[config.mk]
export PLATFORM = sky130hd
export DESIGN_NAME = sha256_byte_stream_hasher_unit
export DESIGN_NICKNAME = d
export VERILOG_FILES = /design/src/hdl/sha256h_pkg.sv /design/src/hdl/sha256h_sched.sv /design/src/hdl/sha256h_core.sv /design/src/hdl/sha256_byte_stream_hasher_unit.sv
export SDC_FILE = /design/constraint.sdc
export NUM_CORES = 2
export LEC_CHECK = 0
export BUFFER_PORTS_ARGS = -buffer_cell sky130_fd_sc_hd__buf_4
export CAP_MARGIN = 10
export CORE_UTILIZATION = 60
export CTS_BUF_LIST = sky130_fd_sc_hd__clkbuf_8 sky130_fd_sc_hd__clkbuf_16
export DETAILED_ROUTE_END_ITERATION = 10
export GPL_ROUTABILITY_DRIVEN = 1
export HOLD_SLACK_MARGIN = 0.15
export PLACE_DENSITY = 0.76
export RECOVER_POWER = 100
export SYNTH_ARGS = -nofsm -noshare
export SYNTH_HDL_FRONTEND = slang
export SYNTH_HIERARCHICAL = 1
export SYNTH_SLANG_ARGS = --single-unit
[constraint.sdc]
create_clock -name clk -period 26.2 [get_ports clk]
set_input_delay 1.31 -clock clk [delete_from_list [all_inputs] [get_ports clk]]
set_output_delay 1.31 -clock clk [all_outputs]
set_load 0.005 [all_outputs]
[src/hdl/sha256h_pkg.sv]
// ----------------------------------------------------------------------------
// SHA-256 byte stream hasher package
// Word types, sequencer codes, round constants and the SHA-256 bit functions.
// ----------------------------------------------------------------------------
package sha256h_pkg;

	typedef struct packed {
		logic [7:0] byte_value;
		logic       byte_valid;
		logic       end_of_message;
	} item_t;

	typedef struct packed {
		logic [31:0] digest_word;
		logic [2:0]  word_index;
		logic        last_word;
	} result_t;

	typedef enum logic [1:0] {
		ST_IDLE,
		ST_PAD,
		ST_COMP,
		ST_OUT
	} seq_state_t;

	typedef enum logic [1:0] {
		PH_MARK,
		PH_ZERO,
		PH_LEN
	} pad_phase_t;

	localparam int unsigned ROUNDS    = 64;
	localparam int unsigned RND_W     = $clog2(ROUNDS);
	localparam logic [7:0]  PAD_MARK  = 8'h80;
	localparam logic [5:0]  LEN_START = 6'd56;
	localparam logic [5:0]  FILL_LAST = 6'd63;

	localparam logic [31:0] IV [8] = '{
		32'h6a09e667, 32'hbb67ae85, 32'h3c6ef372, 32'ha54ff53a,
		32'h510e527f, 32'h9b05688c, 32'h1f83d9ab, 32'h5be0cd19
	};

	localparam logic [31:0] RK [ROUNDS] = '{
		32'h428a2f98, 32'h71374491, 32'hb5c0fbcf, 32'he9b5dba5,
		32'h3956c25b, 32'h59f111f1, 32'h923f82a4, 32'hab1c5ed5,
		32'hd807aa98, 32'h12835b01, 32'h243185be, 32'h550c7dc3,
		32'h72be5d74, 32'h80deb1fe, 32'h9bdc06a7, 32'hc19bf174,
		32'he49b69c1, 32'hefbe4786, 32'h0fc19dc6, 32'h240ca1cc,
		32'h2de92c6f, 32'h4a7484aa, 32'h5cb0a9dc, 32'h76f988da,
		32'h983e5152, 32'ha831c66d, 32'hb00327c8, 32'hbf597fc7,
		32'hc6e00bf3, 32'hd5a79147, 32'h06ca6351, 32'h14292967,
		32'h27b70a85, 32'h2e1b2138, 32'h4d2c6dfc, 32'h53380d13,
		32'h650a7354, 32'h766a0abb, 32'h81c2c92e, 32'h92722c85,
		32'ha2bfe8a1, 32'ha81a664b, 32'hc24b8b70, 32'hc76c51a3,
		32'hd192e819, 32'hd6990624, 32'hf40e3585, 32'h106aa070,
		32'h19a4c116, 32'h1e376c08, 32'h2748774c, 32'h34b0bcb5,
		32'h391c0cb3, 32'h4ed8aa4a, 32'h5b9cca4f, 32'h682e6ff3,
		32'h748f82ee, 32'h78a5636f, 32'h84c87814, 32'h8cc70208,
		32'h90befffa, 32'ha4506ceb, 32'hbef9a3f7, 32'hc67178f2
	};

	function automatic logic [31:0] ror(input logic [31:0] v, input int unsigned n);
		return (v >> n) | (v << (32 - n));
	endfunction

	function automatic logic [31:0] bsig0(input logic [31:0] x);
		return ror(x, 2) ^ ror(x, 13) ^ ror(x, 22);
	endfunction

	function automatic logic [31:0] bsig1(input logic [31:0] x);
		return ror(x, 6) ^ ror(x, 11) ^ ror(x, 25);
	endfunction

	function automatic logic [31:0] ssig0(input logic [31:0] x);
		return ror(x, 7) ^ ror(x, 18) ^ (x >> 3);
	endfunction

	function automatic logic [31:0] ssig1(input logic [31:0] x);
		return ror(x, 17) ^ ror(x, 19) ^ (x >> 10);
	endfunction

	function automatic logic [31:0] ch(input logic [31:0] x, input logic [31:0] y,
			input logic [31:0] z);
		return (x & y) ^ (~x & z);
	endfunction

	function automatic logic [31:0] maj(input logic [31:0] x, input logic [31:0] y,
			input logic [31:0] z);
		return (x & y) ^ (x & z) ^ (y & z);
	endfunction

endpackage

[src/hdl/sha256h_sched.sv]
// ----------------------------------------------------------------------------
// SHA-256 block buffer and message schedule
// 512-bit shift line: takes message bytes while filling, then steps the
// 16-word schedule window once per round.
// ----------------------------------------------------------------------------
module sha256h_sched (
	input  logic        clk,
	input  logic        ins,
	input  logic [7:0]  ins_byte,
	input  logic        step,
	output logic [31:0] w
);
	import sha256h_pkg::*;

	logic [511:0] win_q;
	logic [31:0]  w_new;

	// word 15 is w[t], word 0 is w[t+15]
	assign w_new = ssig1(win_q[32 +: 32]) + win_q[192 +: 32]
		+ ssig0(win_q[448 +: 32]) + win_q[480 +: 32];

	assign w = win_q[480 +: 32];

	always_ff @(posedge clk) begin
		if (step) begin
			win_q <= {win_q[479:0], w_new};
		end else if (ins) begin
			win_q <= {win_q[503:0], ins_byte};
		end
	end

endmodule

[src/hdl/sha256h_core.sv]
// ----------------------------------------------------------------------------
// SHA-256 compression core
// One round per cycle for 64 rounds, then a final step adding into the
// chaining value.
// ----------------------------------------------------------------------------
module sha256h_core (
	input  logic             clk,
	input  logic             arst_n,
	input  logic             start,
	input  logic             init,
	input  logic [31:0]      w,
	output logic             step,
	output logic             done,
	output logic [7:0][31:0] hash
);
	import sha256h_pkg::*;

	logic [7:0][31:0] hash_q;
	logic [7:0][31:0] s_q;
	logic             busy_q;
	logic             add_q;
	logic [RND_W-1:0] rnd_q;
	logic [31:0]      t1;
	logic [31:0]      t2;

	assign t1 = s_q[7] + bsig1(s_q[4]) + ch(s_q[4], s_q[5], s_q[6]) + RK[rnd_q] + w;
	assign t2 = bsig0(s_q[0]) + maj(s_q[0], s_q[1], s_q[2]);

	assign step = busy_q;
	assign done = add_q;
	assign hash = hash_q;

	always_ff @(posedge clk or negedge arst_n) begin
		if (!arst_n) begin
			busy_q <= 1'b0;
			add_q  <= 1'b0;
			rnd_q  <= '0;
			for (int i = 0; i < 8; i++) begin
				hash_q[i] <= IV[i];
			end
		end else begin
			add_q <= busy_q && (rnd_q == RND_W'(ROUNDS - 1));
			if (start) begin
				busy_q <= 1'b1;
				rnd_q  <= '0;
			end else if (busy_q) begin
				rnd_q <= rnd_q + 1'b1;
				if (rnd_q == RND_W'(ROUNDS - 1)) begin
					busy_q <= 1'b0;
				end
			end
			if (init) begin
				for (int i = 0; i < 8; i++) begin
					hash_q[i] <= IV[i];
				end
			end else if (add_q) begin
				for (int i = 0; i < 8; i++) begin
					hash_q[i] <= hash_q[i] + s_q[i];
				end
			end
		end
	end

	always_ff @(posedge clk) begin
		if (start) begin
			s_q <= hash_q;
		end else if (busy_q) begin
			s_q <= {s_q[6:4], s_q[3] + t1, s_q[2:0], t1 + t2};
		end
	end

	a_start_idle: assert property (@(posedge clk) disable iff (!arst_n)
		start |-> !busy_q && !add_q) else $error("compression started while busy");
	a_last_round_add: assert property (@(posedge clk) disable iff (!arst_n)
		busy_q && (rnd_q == RND_W'(ROUNDS - 1)) |=> add_q && !busy_q)
		else $error("final add did not follow last round");

endmodule

[src/hdl/sha256_byte_stream_hasher_unit.sv]
// ----------------------------------------------------------------------------
// SHA-256 byte stream hasher
// Hashes a message fed one byte per word and returns the eight digest words.
// ----------------------------------------------------------------------------
// Input channel item/item_valid/item_ready: one word per message byte
// (byte_valid), end_of_message closes the message after its optional byte.
// A word with neither flag is taken and ignored.
// A byte is taken whenever the unit is idle. The byte completing a 64-byte
// block holds item_ready low while it is compressed: 64 rounds on the
// shared round unit, then the chaining add.
// End of message pads one byte per cycle (9 to 72 bytes), paused by one or two
// block compressions, then presents the eight digest words on
// result/result_valid/result_ready, word 0 first, one per cycle when the
// receiver takes them. The result register lets the next message start while
// the last digest word still waits; a stalled receiver holds the words.
// Reset: chaining value to the initial hash, fill and byte count cleared.
// The block buffer needs no clearing.
// ----------------------------------------------------------------------------
module sha256_byte_stream_hasher_unit (
	input  logic                 clk,
	input  logic                 arst_n,
	input  logic                 item_valid,
	output logic                 item_ready,
	input  sha256h_pkg::item_t   item,
	output logic                 result_valid,
	input  logic                 result_ready,
	output sha256h_pkg::result_t result
);
	import sha256h_pkg::*;

	seq_state_t       state_q, state_d;
	pad_phase_t       pad_ph_q;
	logic             fin_q;
	logic [5:0]       fill_q;
	logic [63:0]      total_q;
	logic [63:0]      len_q;
	logic [2:0]       oidx_q;
	logic             out_valid_q;
	result_t          out_q;

	logic             acc;
	logic             ins;
	logic [7:0]       ins_byte;
	logic             cmp_go;
	logic             load;
	logic             last_load;
	logic             step;
	logic             done;
	logic [31:0]      w;
	logic [7:0][31:0] hash;
	logic [63:0]      total_nx;

	sha256h_sched u_sched (
		.clk      (clk),
		.ins      (ins),
		.ins_byte (ins_byte),
		.step     (step),
		.w        (w)
	);

	sha256h_core u_core (
		.clk    (clk),
		.arst_n (arst_n),
		.start  (cmp_go),
		.init   (last_load),
		.w      (w),
		.step   (step),
		.done   (done),
		.hash   (hash)
	);

	assign item_ready   = (state_q == ST_IDLE);
	assign acc          = item_valid && item_ready;
	assign result_valid = out_valid_q;
	assign result       = out_q;
	assign total_nx     = total_q + 64'(item.byte_valid);
	assign load         = (state_q == ST_OUT) && (!out_valid_q || result_ready);
	assign last_load    = load && (oidx_q == 3'd7);
	assign cmp_go       = ins && (fill_q == FILL_LAST);

	always_comb begin
		ins      = 1'b0;
		ins_byte = item.byte_value;
		state_d  = state_q;
		unique case (state_q)
			ST_IDLE: begin
				ins = acc && item.byte_valid;
				if (acc) begin
					if (item.byte_valid && (fill_q == FILL_LAST)) begin
						state_d = ST_COMP;
					end else if (item.end_of_message) begin
						state_d = ST_PAD;
					end
				end
			end
			ST_PAD: begin
				ins = 1'b1;
				if (pad_ph_q == PH_MARK) begin
					ins_byte = PAD_MARK;
				end else if (pad_ph_q == PH_LEN || fill_q == LEN_START) begin
					ins_byte = len_q[{~fill_q[2:0], 3'b000} +: 8];
				end else begin
					ins_byte = 8'h00;
				end
				if (fill_q == FILL_LAST) begin
					state_d = ST_COMP;
				end
			end
			ST_COMP: begin
				if (done) begin
					if (!fin_q) begin
						state_d = ST_IDLE;
					end else if (pad_ph_q == PH_LEN) begin
						state_d = ST_OUT;
					end else begin
						state_d = ST_PAD;
					end
				end
			end
			ST_OUT: begin
				if (last_load) begin
					state_d = ST_IDLE;
				end
			end
			default: begin
				state_d = ST_IDLE;
			end
		endcase
	end

	always_ff @(posedge clk or negedge arst_n) begin
		if (!arst_n) begin
			state_q <= ST_IDLE;
		end else begin
			state_q <= state_d;
		end
	end

	always_ff @(posedge clk or negedge arst_n) begin
		if (!arst_n) begin
			pad_ph_q    <= PH_MARK;
			fin_q       <= 1'b0;
			fill_q      <= '0;
			total_q     <= '0;
			oidx_q      <= '0;
			out_valid_q <= 1'b0;
		end else begin
			if (ins) begin
				fill_q <= fill_q + 1'b1;
			end
			if (acc && item.byte_valid) begin
				total_q <= total_nx;
			end
			if (acc && item.end_of_message) begin
				fin_q    <= 1'b1;
				pad_ph_q <= PH_MARK;
			end else if (state_q == ST_PAD) begin
				if (pad_ph_q == PH_MARK) begin
					pad_ph_q <= PH_ZERO;
				end else if (fill_q == LEN_START) begin
					pad_ph_q <= PH_LEN;
				end
			end
			if (load) begin
				oidx_q      <= oidx_q + 1'b1;
				out_valid_q <= 1'b1;
			end else if (result_ready) begin
				out_valid_q <= 1'b0;
			end
			if (last_load) begin
				fin_q   <= 1'b0;
				total_q <= '0;
			end
		end
	end

	always_ff @(posedge clk) begin
		if (acc && item.end_of_message) begin
			len_q <= {total_nx[60:0], 3'b000};
		end
		if (load) begin
			out_q.digest_word <= hash[oidx_q];
			out_q.word_index  <= oidx_q;
			out_q.last_word   <= (oidx_q == 3'd7);
		end
	end

	a_full_block_comp: assert property (@(posedge clk) disable iff (!arst_n)
		cmp_go |=> state_q == ST_COMP) else $error("full block did not start compression");
	a_out_block_empty: assert property (@(posedge clk) disable iff (!arst_n)
		state_q == ST_OUT |-> fill_q == '0 && fin_q)
		else $error("digest output with partial block");
	a_pad_finishing: assert property (@(posedge clk) disable iff (!arst_n)
		state_q == ST_PAD |-> fin_q && !step) else $error("padding outside message end");

endmodule
After elaboration in Yosys (flattened, before gate mapping):

Memory sizes are Yosys's and may differ from the RTL's.
Index checks and enable logic that the tools add are counted.

* register bits: 1208
* memory bits (read-only): 2048
* bits of input ports: 14
* output and inout port bits: 38
* word-level logic and storage cells: 160
* memories: 1

Memory list
* (name not given): words 64, bits a word 32, read ports 1, clocked after Yosys merged registers in 0, wr ports 0, line sha256h_core.sv:26 `assign t1 = s_q[7] + bsig1(s_q[4]) + ch(s_q[4], s_q[5], s_q[6]) + RK[rnd_q] + w;`

* add/sub/neg operators: 22
* order comparisons: 2
* equal/unequal tests: 13
* shift-type cells: 1
* multiplexer cells: 38
* bitwise operators: 29
* reductions and logical operators: 23

Operators with widths (number)
* $mux W256: 4
* $mux W512: 2
* $add A32 B32 Y32: 18
* $xor A32 B32 Y32: 9
* $and A32 B32 Y32: 5
* $mux W64: 2
* $bmux W32 S3: 1
* $mux W32: 3
* $add A64 B1 Y64: 1
* $shiftx A64 B7 Y8: 1
* $not A32 Y32: 1
* $or A10 B32 Y32: 1
* $or A13 B32 Y32: 1
* $or A14 B32 Y32: 1
* $or A15 B32 Y32: 1
* $or A19 B32 Y32: 1
* $or A21 B32 Y32: 1
* $or A25 B32 Y32: 1
* $or A26 B32 Y32: 1
* $or A30 B32 Y32: 1
* $or A7 B32 Y32: 1
* $xor A32 B22 Y32: 1
* $xor A32 B29 Y32: 1
* $mux W2: 12
* 26 further kinds: 57

Depth between registers and ports, before layout:

* depth in word-level cells: 10
* mapped depth: 41
* mapped depth without buffers: 38

By module:

The synthesis kept the hierarchy.

By module, submodules not included
* sha256h_core: times used 1, cells an instance 4865, area an instance 45192.1 um2, sequential area each 14463.9 um2
* sha256h_sched: times used 1, cells an instance 1630, area an instance 25856.0 um2, sequential area each 15374.7 um2
* sha256_byte_stream_hasher_unit: times used 1, cells an instance 910, area an instance 10737.8 um2, sequential area each 4814.6 um2

Worst setup path after synthesis:

Ideal clock, no wire load.

* kind: register to register
* from: register u_core.rnd_q[1]
* to: register u_core/s_q[31] (netlist bit) (data pin)
* setup time: 0.260 ns
* arrival: 9.001 ns
* required time: 25.940 ns
* path slack: 16.940 ns
* cell stages (with the launch flop): 39
* buffers on the path: 3
* period minus slack after synthesis: 9.260 ns
* path through: dfrtp_1 clkbuf_1 clkinv_1 ha_1 clkbuf_1 nor2_1 clkbuf_1 o311ai_0 o21ai_0 o21a_1 fa_1 inv_1 fa_1 fa_1 inv_1 ha_1 fa_1 a211oi_1 [... 3 more ...] and2_1 a21o_1 a21o_1 xor2_1 inv_1 fa_1 inv_1 ha_1 a21o_1 a21o_1 a21oi_1 nand2b_1 a2111oi_4 nor2_1 a311o_1 xnor2_2 xnor2_1 mux2_2

* cells in the longest elaborated chain, start to end: 9

Ends and longest elaborated chain
* from (decl): line sha256h_core.sv:22 `logic [RND_W-1:0] rnd_q;`
* from (signal assigned): line sha256h_core.sv:47 `rnd_q <= rnd_q + 1'b1;`
* $not A6 Y7 (implied by the code): line sha256h_core.sv:26
* $mem_v2 Z64 W32
* $mux W32 (implied by the code) (2 in series): line sha256h_core.sv:26
* $add A32 B32 Y32 (2 in series): line sha256h_core.sv:26
* $add A32 B32 Y32: line sha256h_core.sv:68 `s_q <= {s_q[6:4], s_q[3] + t1, s_q[2:0], t1 + t2};`
* $mux W256: line sha256h_core.sv:67 `end else if (busy_q) begin`
* $mux W256: line sha256h_core.sv:65 `if (start) begin`
* to (signal assigned): line sha256h_core.sv:66 `s_q <= hash_q;`
* to (signal assigned): line sha256h_core.sv:68
* to (decl): line sha256h_core.sv:19 `logic [7:0][31:0] s_q;`

Every way passes these cells. The select of a mux whose other input is x is not followed.
A chain may end at the register's enable or synchronous reset.

Worst setup path in the final report:

* from: input port item[1] (netlist bit)
* to: register u_sched.win_q[346] (enable)

* cells in the longest elaborated chain, start to end: 3

Ends and longest elaborated chain
* from (decl): line sha256_byte_stream_hasher_unit.sv:24 `input sha256h_pkg::item_t item,`
* $logic_and A1 B1 Y1: line sha256_byte_stream_hasher_unit.sv:87 `ins = acc && item.byte_valid;`
* $pmux W1 S2: line sha256_byte_stream_hasher_unit.sv:85 `unique case (state_q)`
* via ins: line sha256_byte_stream_hasher_unit.sv:42 `logic ins;`
* $reduce_bool A2 Y1 (no line)
* to (signal assigned): line sha256h_sched.sv:26 `win_q <= {win_q[479:0], w_new};`
* to (signal assigned): line sha256h_sched.sv:28 `win_q <= {win_q[503:0], ins_byte};`
* to (decl): line sha256h_sched.sv:15 `logic [511:0] win_q;`

The timed path passes the listed nets, and every way through them passes these cells.

==> flow_metrics.py <==
metrics = {
    "critical_path": {
        "path_delay_family": "buffers and inverters",
        "r2r_start": "state_q[0]$_DFFE_PN0P_",
        "crit_start": "item[1]",
        "critical_path.slowest_cell": "clkbuf_1",
        "worst-r2r-setup-slack_ns": 12.72,
        "cpPeakStageDelay_ns": 3.71,
        "worst-setup-path-type": "in -> reg",
        "required_ns": 26.46,
        "start_kind": "input port",
        "cpMostUsedCell": "clkbuf_1",
        "worstRegToRegCells": 6,
        "cp.depth": 7,
        "crit_buf_inv": 4,
        "cp-end-kind": "register",
        "path_cells": "clkbuf_1 -> nand4bb_2 -> clkbuf_1 -> nand2_1 -> or2_0 -> clkbuf_1 -> clkbuf_1",
        "cp-endpoint": "u_sched/win_q[346]$_DFFE_PP_",
        "regToRegEndpoint": "u_sched/win_q[346]$_DFFE_PP_",
        "crit_fanout": 99,
        "crit_arrival_ns": 13.91,
    },
    "cts": {
        "clock_sinks": 1205,
        "postCtsSetupBuffers": 0,
        "cts_resized": 0,
        "htreeDepth": 4,
        "path_clk_slew_ns": 0.06,
        "root_buffer": "clkbuf_16",
        "cts_buffers": 137,
        "hold_buffers": 0,
        "cts_tree": "yes",
        "clock_path_buffers": 3,
        "clock_latency_ns": 0.80,
    },
    "sta": {
        "fmax_ghz": 0.0733,
        "maxSlewHeadroom": -4.13,
        "final.setup_skew_ns": 0.0455,
        "setup_viol": 0,
        "fin_crit_ns": 13.65,
        "setup_tns_ns": 0,
        "worstMarginPinSlew_ns": 7.70,
        "finalCritPeriodShare": 0.521,
        "rsz0062_at_grt": "no",
        "hold_viol": 0,
        "holdWs_ns": 0.467,
        "finalMaxSlewViolations": 2295,
    },
    "synth": {
        "synth_edf_count": 865,
        "ys.flop_type": "edfxtp_1",
        "async_flop_share": 0.282,
        "netlist_instances": 7405,
        "synth_seq_cells": 1205,
        "synthesis.nets": 8011,
        "synth.yosys.seq_area_share": 0.424,
        "syn_avg_cell_area_um2": 11.0,
        "syn-cell-area_um2": 81800,
        "ys_types": 104,
        "ys_warn_count": 6,
    },
    "global_route": {
        "antenna_found_initial": 8,
        "grt_overflow_total": 0,
        "use_met3": 0.0567,
        "grt_max_degree": 198,
        "grtUsageTotal": 0.355,
        "grt_pass1_wl_mm": 366,
        "met1_usage": 0.448,
        "grt.met2_usage": 0.577,
        "busiest_layer": "met2",
        "grt_pass1_vias": 58800,
    },
    "drt": {
        "viasPerCell": 6.57,
        "firstDrtPassIters": 6,
        "routedWlPerCell_um": 27.0,
        "routed_wl_mm": 247,
        "drc": 0,
        "via_count": 60000,
        "ant_nets": 0,
        "drtIter0Drc": 6078,
    },
    "floorplan": {
        "die_y_um": 371,
        "start_util": 0.604,
        "fp.dieW_um": 371,
        "core_area_um2": 135000,
        "rows": 135,
        "pin_count": 52,
        "die_area_um2": 138000,
    },
    "cells_and_area": {
        "syn_to_final_growth_pct": 7.02,
        "final_util": 0.647,
        "post_route_cells_drive_above_1_share": 0.176,
        "num-nets-final": 7841,
        "nFillCells": 10400,
        "final_cell_count_no_fill": 9132,
    },
    "placement": {
        "gp_congestion": 1.01,
        "hpwl_mm": 179,
        "dp.cells": 8877,
        "portBuffers": 51,
    },
    "run_status": {
        "outcome": "finished with violations",
        "failed_checks": "capacitance limit, slew limit",
    },
    "worst_hold_path": {
        "hp-class": "reg -> reg",
        "hold_start": "fill_q[5]$_DFFE_PN0P_",
    },
    "pwr": {
        "p_per_area_nw_per_um2": 45.7,
        "ir_drop_mv": 0.0536,
        "power_w": 0.00400,
        "leakagePower_nw": 34.3,
    },
    "run": {
        "drv_cap": 37,
    },
}
[cells in the final DEF (no fill, tap or decap), types with 45 or more instances in the layout]
master,instances
dfrtp_1,200
inv_1,405
clkbuf_16,137
mux4_2,84
fa_1,195
xnor2_1,410
a21oi_1,434
nand3_1,116
a21o_1,202
nor2_1,445
mux2i_1,99
nand4_1,61
nor2b_1,59
or3_1,55
o21ai_0,441
o21a_1,63
nor3_1,98
dfstp_2,136
xor2_1,211
clkbuf_1,55
mux2_2,729
nand2b_1,58
buf_4,45
nand2_1,476
edfxtp_1,865
a31oi_1,65
a211oi_1,64
ha_1,397
[worst register-to-register path, stage by stage, from the launching register on]
cell and delay [ns]:
dfrtp_1 0.50, nand4bb_2 0.29, clkbuf_1 1.09, nand2_1 0.72, or2_0 3.56, clkbuf_1 2.92, clkbuf_1 3.83
[stage by stage]
step | setup slack (ns) | area, µm²
floorplan | 16.94 | 81800
CTS | 15.86 | 87900
global placement | 15.87 | 83200
global route | 11.61 | 87500
detailed placement | 15.89 | 83200
finish | 12.55 | 87500
[power breakdown]
| part | internal [W] | switching [W] |
|---|---|---|
| Combinational | 0.00000171 | 0.0000136 |
| Sequential | 0.00202 | 0.0000000625 |
| Clock | 0.00110 | 0.000858 |
| Total | 0.00313 | 0.000871 |
[sequential cells by signal (all words and copies together) (netlist names)]
signal	cells
total_q	61
state_q	2
u_core/done	1
pad_ph_q	2
u_core/hash	256
result_valid	1
u_sched/win_q	512
oidx_q	3
fin_q	1
u_core/s_q	256
len_q	61
u_core/step	1
result	36
u_core/rnd_q	6
fill_q	6
[cell families after synthesis]
| kind of cell | after synthesis | share of synthesized area |
|---|---|---|
| flip-flops | 1205 | 0.424 |
| adder cells (fa/ha/maj) | 595 | 0.109 |
| buffers and inverters | 806 | 0.0392 |
| XOR/XNOR | 623 | 0.0670 |
| AO/OA/AOI/OAI | 1671 | 0.130 |
| multiplexers | 943 | 0.140 |
| AND/OR/NAND/NOR | 1562 | 0.0911 |
[how the worst min path moves through the flow]
stage	endpoint	slack, ns	cells past startpoint
2_1_floorplan	fill_q[5]$_DFFE_PN0P_	0.43	1
3_3_place_gp	fill_q[5]$_DFFE_PN0P_	0.45	1
3_5_place_dp	fill_q[5]$_DFFE_PN0P_	0.47	1
4_1_cts	fill_q[5]$_DFFE_PN0P_	0.47	1
5_1_grt	fill_q[5]$_DFFE_PN0P_	0.50	1
6_report	fill_q[5]$_DFFE_PN0P_	0.47	1
[Yosys cell counts, types with 96 or more instances]
master / instances / area share
nor3_1: 96 / 0.0059
dfstp_2: 136 / 0.044
fa_1: 195 / 0.048
o21ai_0: 441 / 0.027
nand2_1: 476 / 0.022
xnor2_1: 410 / 0.044
edfxtp_1: 865 / 0.32
a21o_1: 202 / 0.019
dfrtp_1: 204 / 0.062
xor2_1: 211 / 0.023
mux2i_1: 99 / 0.012
nand3_1: 115 / 0.0070
nor2_1: 445 / 0.020
inv_1: 378 / 0.017
mux2_2: 760 / 0.10
clkbuf_1: 318 / 0.015
ha_1: 397 / 0.061
a21oi_1: 436 / 0.027
[cell type report]
cell class,count,area (µm²),share of cell area
Clock inverter,104,1050,0.0120
Antenna cell,3,7.51,0.0000858
Multi-Input combinational cell,5394,43900,0.501
Tap cell,1781,2230,0.0255
Timing Repair Buffer,116,702,0.00802
Sequential cell,1205,34700,0.396
Inverter,381,1440,0.0164
Clock buffer,148,3580,0.0409
[metal layers]
layer / share of wire / vias to the layer above
li1: - / 26700
met1: 0.39 / 29800
met2: 0.47 / 2695
met3: 0.072 / 703
met4: 0.067 / 6
met5: 0.00017 / -
Power figures use the tool's default switching activity.
